==> src/rtl/gsas_pkg.sv <==
// Shared types and constants for the gas sensor acquisition sequencer.
// Used by every module under rtl/; depends on nothing else.
`timescale 1ns / 1ps
`default_nettype none

package gsas_pkg;

	// Field widths
	localparam int ADC_BITS = 12;
	localparam int TICK_W   = 20;
	localparam int GAIN_W   = 16;
	localparam int PPM_W    = 16;
	localparam int DATA_W   = 32;
	localparam int ADDR_W   = 4;

	// Limits
	localparam logic [TICK_W-1:0] TICK_MAX   = {TICK_W{1'b1}};
	localparam logic [PPM_W-1:0]  PPM_MAX_Q8 = 16'd51200;

	// Register reset values
	localparam logic [TICK_W-1:0]   WARMUP_RST     = 20'd5000;
	localparam logic [TICK_W-1:0]   INTERVAL_RST   = 20'd2000;
	localparam logic [ADC_BITS-1:0] DISCONNECT_RST = 12'd125;
	localparam logic [GAIN_W-1:0]   GAIN_RST       = 16'd26449;

	// Register indexes (byte address / 4)
	typedef enum logic [1:0] {
		REG_WARMUP     = 2'd0,
		REG_INTERVAL   = 2'd1,
		REG_DISCONNECT = 2'd2,
		REG_GAIN       = 2'd3
	} reg_idx_t;

	typedef enum logic [1:0] {
		PH_WARMUP  = 2'd0,
		PH_READY   = 2'd1,
		PH_COLLECT = 2'd2
	} phase_t;

	typedef struct packed {
		logic                button_level;
		logic [ADC_BITS-1:0] gas_sample;
		logic [ADC_BITS-1:0] hcho_sample;
		logic [ADC_BITS-1:0] voc_sample;
		logic [ADC_BITS-1:0] nh3_sample;
	} sample_t;

	typedef struct packed {
		logic [PPM_W-1:0]    alcohol_ppm_q8;
		logic                gas_connected;
		logic [ADC_BITS-1:0] hcho_raw;
		logic                hcho_connected;
		logic [ADC_BITS-1:0] voc_raw;
		logic                voc_connected;
		logic [ADC_BITS-1:0] nh3_raw;
		logic                nh3_connected;
	} reading_t;

	typedef struct packed {
		logic [TICK_W-1:0]   warmup_ticks;
		logic [TICK_W-1:0]   read_interval_ticks;
		logic [ADC_BITS-1:0] disconnect_raw;
		logic [GAIN_W-1:0]   ppm_gain;
	} cfg_t;

	typedef struct packed {
		phase_t              phase;
		logic                emit;
		logic [ADC_BITS-1:0] baseline;
	} ctrl_t;

endpackage

`default_nettype wire

==> src/rtl/gas_sensor_acquisition_sequencer_unit.sv <==
// Usage: each beat on the sample channel is one time tick carrying the
// button level and four ADC samples; beats on the reading channel carry
// one alcohol ppm value (Q8.8) plus the other raw samples and flags.
// Both channels use valid/ready; configuration goes over the APB port
// (warm-up ticks 0x0, read interval 0x4, disconnect threshold 0x8,
// gain 0xC), for the user to write only while the block is idle; the
// block does not enforce this. A sample beat is taken into the input
// register, and a reading it causes is loaded from there into the
// output register. Throughput: one tick per cycle, set by the single
// input register feeding the sequencer and the 12x16 gain multiplier.
// A tick that yields no reading moves on even while the output is full;
// a tick that yields one waits in the input register while the receiver
// stalls, and the sample channel then stops taking beats.
// Reset: the block enters warm-up with a zero tick count, the button seen
// as released, a zero baseline and registers at their defaults.
// Depends on gsas_pkg, gsas_regs, gsas_ctrl and gsas_calc.
`timescale 1ns / 1ps
`default_nettype none

module gas_sensor_acquisition_sequencer_unit (
	input  wire logic                        clk,
	input  wire logic                        arst_n,
	input  wire logic                        psel,
	input  wire logic                        penable,
	input  wire logic                        pwrite,
	input  wire logic [gsas_pkg::ADDR_W-1:0] paddr,
	input  wire logic [gsas_pkg::DATA_W-1:0] pwdata,
	output logic      [gsas_pkg::DATA_W-1:0] prdata,
	output logic                             pready,
	input  wire logic                        sample_valid,
	output logic                             sample_ready,
	input  wire gsas_pkg::sample_t           sample,
	output logic                             reading_valid,
	input  wire logic                        reading_ready,
	output gsas_pkg::reading_t               reading
);
	import gsas_pkg::*;

	cfg_t     cfg;
	ctrl_t    ctl;
	sample_t  sample_s1;
	logic     valid_s1;
	reading_t calc_out;
	reading_t reading_q;
	logic     reading_valid_q;
	logic     out_free, s1_go;

	gsas_regs u_regs (
		.clk     (clk),
		.arst_n  (arst_n),
		.psel    (psel),
		.penable (penable),
		.pwrite  (pwrite),
		.paddr   (paddr),
		.pwdata  (pwdata),
		.prdata  (prdata),
		.pready  (pready),
		.cfg     (cfg)
	);

	gsas_ctrl u_ctrl (
		.clk    (clk),
		.arst_n (arst_n),
		.step   (s1_go),
		.item   (sample_s1),
		.cfg    (cfg),
		.ctl    (ctl)
	);

	gsas_calc u_calc (
		.item     (sample_s1),
		.baseline (ctl.baseline),
		.cfg      (cfg),
		.reading  (calc_out)
	);

	// Handshake: hold a result-bearing tick while a full output is stalled
	assign out_free     = !reading_valid_q || reading_ready;
	assign s1_go        = valid_s1 && (!ctl.emit || out_free);
	assign sample_ready = !valid_s1 || s1_go;

	// Input register
	always_ff @(posedge clk or negedge arst_n) begin
		if (!arst_n) begin
			valid_s1 <= 1'b0;
		end else if (sample_ready) begin
			valid_s1 <= sample_valid;
		end
	end

	always_ff @(posedge clk) begin
		if (sample_valid && sample_ready) sample_s1 <= sample;
	end

	// Output register
	always_ff @(posedge clk or negedge arst_n) begin
		if (!arst_n) begin
			reading_valid_q <= 1'b0;
		end else if (s1_go && ctl.emit) begin
			reading_valid_q <= 1'b1;
		end else if (reading_ready) begin
			reading_valid_q <= 1'b0;
		end
	end

	always_ff @(posedge clk) begin
		if (s1_go && ctl.emit) reading_q <= calc_out;
	end

	assign reading_valid = reading_valid_q;
	assign reading       = reading_q;

`ifndef SYNTHESIS
	a_emit_only_collecting : assert property (@(posedge clk) disable iff (!arst_n)
		ctl.emit |-> ctl.phase == PH_COLLECT)
		else $error("reading raised outside collecting phase");

	a_no_return_to_warmup : assert property (@(posedge clk) disable iff (!arst_n)
		ctl.phase != PH_WARMUP |=> ctl.phase != PH_WARMUP)
		else $error("sequencer fell back into warm-up");

	a_ppm_clamped : assert property (@(posedge clk) disable iff (!arst_n)
		reading_valid |-> reading.alcohol_ppm_q8 <= PPM_MAX_Q8)
		else $error("alcohol ppm above clamp");

	a_emit_loads_output : assert property (@(posedge clk) disable iff (!arst_n)
		s1_go && ctl.emit |=> reading_valid)
		else $error("emitted tick did not load the output register");
`endif

endmodule

`default_nettype wire

==> src/rtl/gsas_regs.sv <==
// APB-style configuration registers of the gas sensor sequencer.
// Depends on gsas_pkg for the register map and the cfg_t bundle.
`timescale 1ns / 1ps
`default_nettype none

module gsas_regs (
	input  wire logic                        clk,
	input  wire logic                        arst_n,
	input  wire logic                        psel,
	input  wire logic                        penable,
	input  wire logic                        pwrite,
	input  wire logic [gsas_pkg::ADDR_W-1:0] paddr,
	input  wire logic [gsas_pkg::DATA_W-1:0] pwdata,
	output logic      [gsas_pkg::DATA_W-1:0] prdata,
	output logic                             pready,
	output gsas_pkg::cfg_t                   cfg
);
	import gsas_pkg::*;

	cfg_t     cfg_q;
	reg_idx_t idx;
	logic     wr_en;

	assign pready = 1'b1;
	assign idx    = reg_idx_t'(paddr[ADDR_W-1:2]);
	assign wr_en  = psel & penable & pwrite & pready;
	assign cfg    = cfg_q;

	// Write on the access phase
	always_ff @(posedge clk or negedge arst_n) begin
		if (!arst_n) begin
			cfg_q.warmup_ticks        <= WARMUP_RST;
			cfg_q.read_interval_ticks <= INTERVAL_RST;
			cfg_q.disconnect_raw      <= DISCONNECT_RST;
			cfg_q.ppm_gain            <= GAIN_RST;
		end else if (wr_en) begin
			case (idx)
				REG_WARMUP:     cfg_q.warmup_ticks        <= pwdata[TICK_W-1:0];
				REG_INTERVAL:   cfg_q.read_interval_ticks <= pwdata[TICK_W-1:0];
				REG_DISCONNECT: cfg_q.disconnect_raw      <= pwdata[ADC_BITS-1:0];
				REG_GAIN:       cfg_q.ppm_gain            <= pwdata[GAIN_W-1:0];
				default: ;
			endcase
		end
	end

	// Read back, zero extended
	always_comb begin
		case (idx)
			REG_WARMUP:     prdata = {{(DATA_W-TICK_W){1'b0}}, cfg_q.warmup_ticks};
			REG_INTERVAL:   prdata = {{(DATA_W-TICK_W){1'b0}}, cfg_q.read_interval_ticks};
			REG_DISCONNECT: prdata = {{(DATA_W-ADC_BITS){1'b0}}, cfg_q.disconnect_raw};
			REG_GAIN:       prdata = {{(DATA_W-GAIN_W){1'b0}}, cfg_q.ppm_gain};
			default:        prdata = '0;
		endcase
	end

endmodule

`default_nettype wire

==> src/rtl/gsas_ctrl.sv <==
// Phase sequencer: warm-up, ready and collecting, tick counter, button edge
// and baseline capture. Depends on gsas_pkg.
`timescale 1ns / 1ps
`default_nettype none

module gsas_ctrl (
	input  wire logic             clk,
	input  wire logic             arst_n,
	input  wire logic             step,
	input  wire gsas_pkg::sample_t item,
	input  wire gsas_pkg::cfg_t    cfg,
	output gsas_pkg::ctrl_t       ctl
);
	import gsas_pkg::*;

	phase_t              phase_q, phase_d;
	logic [TICK_W-1:0]   ticks_q, ticks_d, ticks_bump;
	logic                btn_prev_q;
	logic [ADC_BITS-1:0] baseline_q;
	logic                pressed, base_load, emit, gas_ok;

	assign pressed    = btn_prev_q & ~item.button_level;
	assign gas_ok     = item.gas_sample >= cfg.disconnect_raw;
	assign ticks_bump = (ticks_q == TICK_MAX) ? ticks_q : ticks_q + 1'b1;

	// Next phase
	always_comb begin
		phase_d = phase_q;
		case (phase_q)
			PH_WARMUP: begin
				if (ticks_bump >= cfg.warmup_ticks) phase_d = PH_READY;
			end
			PH_READY: begin
				if (pressed) phase_d = PH_COLLECT;
			end
			PH_COLLECT: begin
				if (pressed) phase_d = PH_READY;
			end
			default: phase_d = PH_WARMUP;
		endcase
	end

	// Counter, baseline load and emit
	always_comb begin
		ticks_d   = ticks_q;
		base_load = 1'b0;
		emit      = 1'b0;
		case (phase_q)
			PH_WARMUP: begin
				ticks_d   = ticks_bump;
				base_load = (ticks_bump >= cfg.warmup_ticks) && gas_ok;
			end
			PH_READY: begin
				if (pressed) ticks_d = '0;
			end
			PH_COLLECT: begin
				if (!pressed) begin
					if (ticks_bump >= cfg.read_interval_ticks) begin
						emit    = 1'b1;
						ticks_d = '0;
					end else begin
						ticks_d = ticks_bump;
					end
				end
			end
			default: ;
		endcase
	end

	// Advance state once per tick
	always_ff @(posedge clk or negedge arst_n) begin
		if (!arst_n) begin
			phase_q    <= PH_WARMUP;
			ticks_q    <= '0;
			btn_prev_q <= 1'b1;
			baseline_q <= '0;
		end else if (step) begin
			phase_q    <= phase_d;
			ticks_q    <= ticks_d;
			btn_prev_q <= item.button_level;
			if (base_load) baseline_q <= item.gas_sample;
		end
	end

	assign ctl.phase    = phase_q;
	assign ctl.emit     = emit;
	assign ctl.baseline = baseline_q;

endmodule

`default_nettype wire

==> src/rtl/gsas_calc.sv <==
// Reading datapath: alcohol ppm in Q8.8 from baseline and gain, connected
// flags and raw pass-through. Depends on gsas_pkg.
`timescale 1ns / 1ps
`default_nettype none

module gsas_calc (
	input  wire gsas_pkg::sample_t           item,
	input  wire logic [gsas_pkg::ADC_BITS-1:0] baseline,
	input  wire gsas_pkg::cfg_t              cfg,
	output gsas_pkg::reading_t               reading
);
	import gsas_pkg::*;

	localparam int PROD_W = ADC_BITS + GAIN_W;

	logic [ADC_BITS-1:0] diff;
	logic [PROD_W-1:0]   prod;
	logic [PROD_W:0]     rounded;
	logic [PROD_W-4:0]   q8;
	logic [PPM_W-1:0]    ppm;
	logic                gas_ok, above;

	assign gas_ok  = item.gas_sample >= cfg.disconnect_raw;
	assign above   = item.gas_sample > baseline;
	assign diff    = item.gas_sample - baseline;
	// Q.12 product, round half up to Q8.8
	assign prod    = PROD_W'(diff) * PROD_W'(cfg.ppm_gain);
	assign rounded = {1'b0, prod} + (PROD_W+1)'(8);
	assign q8      = rounded[PROD_W:4];
	// Clamp to 200 ppm
	assign ppm     = (q8 > (PROD_W-3)'(PPM_MAX_Q8)) ? PPM_MAX_Q8 : q8[PPM_W-1:0];

	always_comb begin
		reading.alcohol_ppm_q8 = (gas_ok && above) ? ppm : '0;
		reading.gas_connected  = gas_ok;
		reading.hcho_raw       = item.hcho_sample;
		reading.hcho_connected = item.hcho_sample >= cfg.disconnect_raw;
		reading.voc_raw        = item.voc_sample;
		reading.voc_connected  = item.voc_sample >= cfg.disconnect_raw;
		reading.nh3_raw        = item.nh3_sample;
		reading.nh3_connected  = item.nh3_sample >= cfg.disconnect_raw;
	end

endmodule

`default_nettype wire

==> config.mk <==
export PLATFORM = sky130hd
export DESIGN_NAME = gas_sensor_acquisition_sequencer_unit
export DESIGN_NICKNAME = d
export VERILOG_FILES = /design/src/rtl/gsas_pkg.sv /design/src/rtl/gas_sensor_acquisition_sequencer_unit.sv /design/src/rtl/gsas_regs.sv /design/src/rtl/gsas_ctrl.sv /design/src/rtl/gsas_calc.sv
export SDC_FILE = /design/constraint.sdc
export NUM_CORES = 1
export LEC_CHECK = 0
export BUFFER_PORTS_ARGS = -buffer_cell sky130_fd_sc_hd__buf_2
export CORE_ASPECT_RATIO = 0.5
export CORE_MARGIN = 2
export CORE_UTILIZATION = 59
export DETAILED_ROUTE_END_ITERATION = 12
export PLACE_DENSITY = 0.91
export SLEW_MARGIN = 10
export SYNTH_ARGS = -nofsm -noshare
export SYNTH_HDL_FRONTEND = slang
export SYNTH_SLANG_ARGS = --single-unit
==> constraint.sdc <==
create_clock -name clk -period 10.65 [get_ports clk]
set_input_delay 0 -clock clk [delete_from_list [all_inputs] [get_ports clk]]
set_output_delay 0 -clock clk [all_outputs]
set_load 0.02 [all_outputs]
Word level (Yosys, flattened, before mapping)
Index checks and enable logic that the tools add are counted.
{"block": "word_totals", "register_bits": 210, "latch_bits": 0, "mem_bits_rw": 0, "mem_bits_ro": 0, "word_cells": 91, "memories": 0}
{"block": "op_classes", "n_addsub": 3, "multipliers": 1, "div": 0, "magnitude_cmp": 8, "n_eq_ne": 10, "shifts": 0, "muxes": 17, "n_bitwise": 5, "n_reduce_logical": 23}
{"cell": "case mux 32 bit (4 select lines)", "n": 1}
{"cell": "2-to-1 mux 20 bit", "n": 4}
{"cell": "case mux 20 bit (3 select lines)", "n": 1}
{"cell": "greater-or-equal comparator 12 bit", "n": 4}
{"cell": "greater-or-equal comparator 20 bit", "n": 2}
{"cell": "adder 28 x 4 -> 29 bit (second input constant)", "n": 1}
{"cell": "multiplier 12 x 16 -> 28 bit", "n": 1}
{"cell": "greater-than comparator 25 x 16 -> 1 bit (second input constant)", "n": 1}
{"cell": "adder 20 x 1 -> 20 bit (second input constant)", "n": 1}
{"cell": "== test 20 bit (second input constant)", "n": 1}
{"cell": "2-to-1 mux 16 bit", "n": 1}
{"cell": "greater-than comparator 12 bit", "n": 1}
{"cell": "subtractor 12 bit", "n": 1}
{"cell": "AND reduction 2 bit", "n": 5}
{"cell": "AND reduction 4 bit", "n": 2}
{"cell": "== test 2 bit (second input constant)", "n": 3}
{"cell": "2-to-1 mux 1 bit", "n": 6}
{"cell": "2-to-1 mux 2 bit", "n": 3}
{"cell": "!= test 2 x 1 -> 1 bit (second input constant)", "n": 3}
{"cell": "case mux 2 bit (3 select lines)", "n": 1}
{"cell": "logical AND 1 bit", "n": 5}
{"cell": "== test 2 x 1 -> 1 bit (second input constant)", "n": 2}
{"cell": "logical NOT 2 bit", "n": 2}
{"cell": "AND 1 bit", "n": 3}
{"cell": "7 further kinds", "n": 12}

Longest topological paths before layout
{"block": "logic_depth", "depth_word": 11, "depth_mapped": 35}

Cells and area by module
A second synthesis with hierarchy kept.
{"block": "hier_totals", "hier_cells": 1852, "area_unflattened_um2": 19029.5}
{"mod": "gsas_calc", "instances": 1, "cells_per_inst": 1149, "area_each_um2": 9165.0}
{"mod": "gsas_ctrl", "instances": 1, "cells_per_inst": 385, "area_each_um2": 3339.5}
{"mod": "gsas_regs", "instances": 1, "cells_per_inst": 203, "area_each_um2": 3265.6}
{"mod": "gas_sensor_acquisition_sequencer_unit", "instances": 1, "cells_per_inst": 115, "area_each_um2": 3259.4}

Worst setup path before layout
OpenSTA, ideal clock, no wires.
{"block": "synth_timing", "path_kind": "register -> register", "from": "register sample_s1[39] in the netlist's numbering", "to": "register reading_q (netlist bit reading[43]), data pin", "setup_time_ns": 0.135, "arrival_time_ns": 7.815, "t_required_ns": 10.515, "setup_slack_ns": 2.700, "path_stages_with_launch": 33, "n_path_buf": 3, "period_less_slack_ns": 7.950, "path_cell_list": "edfxtp_1 ha_1 o21ai_0 a21oi_1 o21ai_0 a21boi_0 o21ai_0 a21boi_0 o21ai_0 nor2b_1 xnor2_1 clkbuf_1 and2_1 fa_1 fa_1 fa_1 fa_1 inv_1 fa_1 inv_1 ha_1 clkbuf_1 and4_1 a21o_1 nor2_1 o21ai_1 a221o_1 a311o_1 a211oi_1 nand4_1 a2111o_1 buf_6 nor2_2"}
{"block": "synth_between", "elab_chain_len": 5, "elab_cells_between_ends": 9}
{"item": "from (decl)", "line": "gas_sensor_acquisition_sequencer_unit.sv:41", "source": "sample_t sample_s1;"}
{"item": "from (signal assigned)", "line": "gas_sensor_acquisition_sequencer_unit.sv:92", "source": "if (sample_valid && sample_ready) sample_s1 <= sample;"}
{"item": "subtractor 12 bit", "line": "gsas_calc.sv:25", "source": "assign diff = item.gas_sample - baseline;"}
{"item": "multiplier 12 x 16 -> 28 bit", "line": "gsas_calc.sv:27", "source": "assign prod = PROD_W'(diff) * PROD_W'(cfg.ppm_gain);"}
{"item": "adder 28 x 4 -> 29 bit", "line": "gsas_calc.sv:28", "source": "assign rounded = {1'b0, prod} + (PROD_W+1)'(8);"}
{"item": "greater-than comparator 25 x 16 -> 1 bit", "line": "gsas_calc.sv:31", "source": "assign ppm = (q8 > (PROD_W-3)'(PPM_MAX_Q8)) ? PPM_MAX_Q8 : q8[PPM_W-1:0];"}
{"item": "OR reduction 2 bit (no source line)"}
{"item": "to (signal assigned)", "line": "gas_sensor_acquisition_sequencer_unit.sv:107", "source": "if (s1_go && ctl.emit) reading_q <= calc_out;"}
{"item": "to (decl)", "line": "gas_sensor_acquisition_sequencer_unit.sv:44", "source": "reading_t reading_q;"}
Several ways; a longest one is shown, not always the timed one.
A chain may end at the register's enable or synchronous reset.

Worst setup path in the final report
{"block": "layout_timing", "from": "register sample_s1[38] in the netlist's numbering", "to": "register reading_q (netlist bit reading[41]), data pin"}
The elaborated chain is that of the path after synthesis.

==> flow_summary.ini <==
[critical_path]
ff2ff_setup_slack_ps = 1500
slowest_delay_ps = 610
arrival_ps = 9510
cp-start-kind = flip-flop
critPathRequiredTime_ps = 11010
rr_worst_depth = 32
cp_slowest_cell = a2111o_1
rr_endpoint = reading[41]
cp-end-kind = flip-flop
crit_type = reg -> reg
critPathMaxFanout = 16
r2r_start = sample_s1[38]

[floorplanning]
initial_utilization_pct = 60.6
num_rows = 44
io_pins = 183
coreArea_um2 = 29300
dieArea_um2 = 31600
fp.dieH_um = 127
die_w_um = 249

[flow_run]
drv_cap = 0

[placement]
dp.cells = 2238
port_buffers = 155
place_hpwl_mm = 33.2
gp_congestion = 0.914

[synthesis]
ys.flop_type = edfxtp_1
synth_top_area_cell = edfxtp_1
synthDominantCellAreaShare_pct = 17.8
synthArstFlopShare_pct = 50.0
synth.avg_cell_area_um2 = 10.2
synth_cell_type_count = 75
synthesis.area_um2 = 17700
synth_area_leaders = edfxtp_1 18%, fa_1 16%, ha_1 13%, dfrtp_1 11%, inv_1 5.0%
ys_ff_latch = 210
yosysSeqAreaShare_pct = 32.8
yosysWarnings = 0
synthCells = 1746
synth_edf_count = 105

[detailed_routing]
first_iter_violations = 1674
wl_per_cell_um = 22.4
firstDrtPassIters = 10
ant_nets = 0
wl_mm = 52.8
drc = 0
vias = 14900
vias_per_cell = 6.32

[clock_network]
cts.clk_slew.worst_paths_ps = 100
clockBufferDepth = 3
cts-root-buf = clkbuf_16
cts_tree = yes
clock_sinks = 210
clk_latency_ps = 560
htreeDepth = 1
numCtsBuffers = 21

[sta]
fin_crit_sh_pct = 85.9
skew_ps = 33.4
max_freq_mhz = 109
timing.max_slew.rel_slack_pct = 18.8
setup_viol = 0
rsz0062_at_grt = false
worstMarginPinSlew_ps = 1210
slew_violations = 0
hold_violations = 0
fin_crit_ps = 9150
setup_tns_ps = 0

[cells_and_area]
instances_no_fill = 2354
nets = 2355
multi_input_area_um2 = 10700
drive_gt1_share_pct = 16.6
register_area_um2 = 5810
fillers = 1904
syn2layout_area_growth_pct = 14.3

[global_routing]
grt_antenna_before_repair = 6
grt_max_degree = 65
grt-ovfl-total = 0
track_usage_pct = 34.1
grt_pass1_wl_mm = 84.1
grt_pass1_vias = 15700

[status]
outcome = finished clean

[worst_hold_path]
hold_class = in -> async
==> registers in the layout, summed over array words and instances (netlist names) <==
| name | flops |
|---|---|
| sample_s1 | 49 |
| reading | 56 |
| u_ctrl.btn_prev_q | 1 |
| reading_valid | 1 |
| valid_s1 | 1 |
| u_regs.cfg | 68 |
| u_ctrl.ticks_q | 20 |
| u_ctrl.phase_q | 2 |
| u_ctrl.baseline_q | 12 |
==> cell type report <==
cell class	instances	area share, %
Multi-Input combinational cell	1229	52.9
Sequential cell	210	28.7
Timing Repair Buffer	245	8.07
Inverter	236	4.37
Clock buffer	26	2.78
Tap cell	391	2.41
Clock inverter	12	0.741
Antenna cell	5	0.0617
==> layer usage <==
layer  vias up  GRT usage (%)  share of wire, %
li1       6256              -                 -
met1      7113           39.6                35
met2      1153           55.0                46
met3       358           10.3                11
met4         2           23.9               7.5
met5         -          0.602             0.021
==> synth_stat cells (26+ instances only) <==
library cell  count
nand4_1          26
dfrtp_1          79
fa_1            142
xnor2_1          27
dfstp_2          26
ha_1            178
mux2_2           52
inv_1           236
nand2_1         193
a21oi_1          67
nor2_1           71
clkbuf_1         63
edfxtp_1        105
a21o_1           37
nand2b_1         44
and2_1           62
o21ai_0          95
==> worst max path at each step <==
stage / startpoint / end / cells past startpoint
6_report: sample_s1[38] / reading[41] / 32
5_1_grt: sample_s1[39] / reading[41] / 32
4_1_cts: sample_s1[39] / reading[41] / 32
3_5_place_dp: sample_s1[39] / reading[41] / 32
3_3_place_gp: sample_s1[39] / reading[41] / 30
2_1_floorplan: sample_s1[39] / reading[43] / 32
==> critical path, delay by kind of cell (launching register included) <==
family	cells	cell delay, ps
AOI/OAI and AO/OA	15	3570
adders and majority gates	7	3520
and+or+nand+nor	4	780
DFF	1	510
buffers and inverters	5	450
xor gates and xnor gates	1	100
==> cells by family after synthesis <==
logic type      count (synthesis)  share of synthesized area (%)
compound gates                288                           10.4
xor+xnor                       43                           2.17
fa+ha+maj                     320                           28.6
buf+inv                       318                           7.07
flops                         210                           32.8
mux                            75                           5.45
other cells                     2                         0.0423
simple gates                  490                           13.5
==> cell usage in the layout, fill, tap and decap left out, drive strengths merged, types with 6 or more instances in the layout <==
cell type,Yosys,final
inv,236,238
nand2,193,193
ha,178,178
buf,18,172
fa,142,142
edfxtp,105,105
o21ai,98,98
nor2,81,81
dfrtp,79,79
dlygate4sd3,0,73
a21oi,67,67
and2,63,63
mux2,52,52
nand2b,44,44
a21o,37,37
xnor2,27,27
nand4,26,26
dfstp,26,26
clkbuf,64,26
nor2b,20,20
nor3,16,16
xor2,16,16
nand3,14,14
o31ai,14,14
conb,2,13
mux4,12,12
mux2i,11,11
a211oi,10,10
a31oi,8,8
and3,8,8
nor4,7,7
clkinv,0,6
==> repair_timing <==
action | in CTS | in global routing
gates resized for setup | 0 | 0
buffers inserted | 0 | 0
setup endpoints to repair | 0 | 0
hold buffers | 73 | 0
endpoints found under the hold margin | 160 | 0
==> stage by stage <==
| stage | instance area [um2] | utilization [%] | setup WS [ps] | hold slack [ps] |
|---|---|---|---|---|
| after floorplan | 17800 | - | 2700 | -296 |
| after global routing | 20300 | 69.2 | 1060 | 62.9 |
| after global placement | 18800 | 64.2 | 2130 | 28.3 |
| after detailed placement | 18800 | 64.2 | 1850 | 26.8 |
| final | 20300 | 69.2 | 1500 | 21.7 |
| after CTS | 20300 | 69.2 | 1770 | 16.6 |
Power is not shown: default switching activity piles up to over one toggle a cycle in this logic, so the estimate is an artifact.
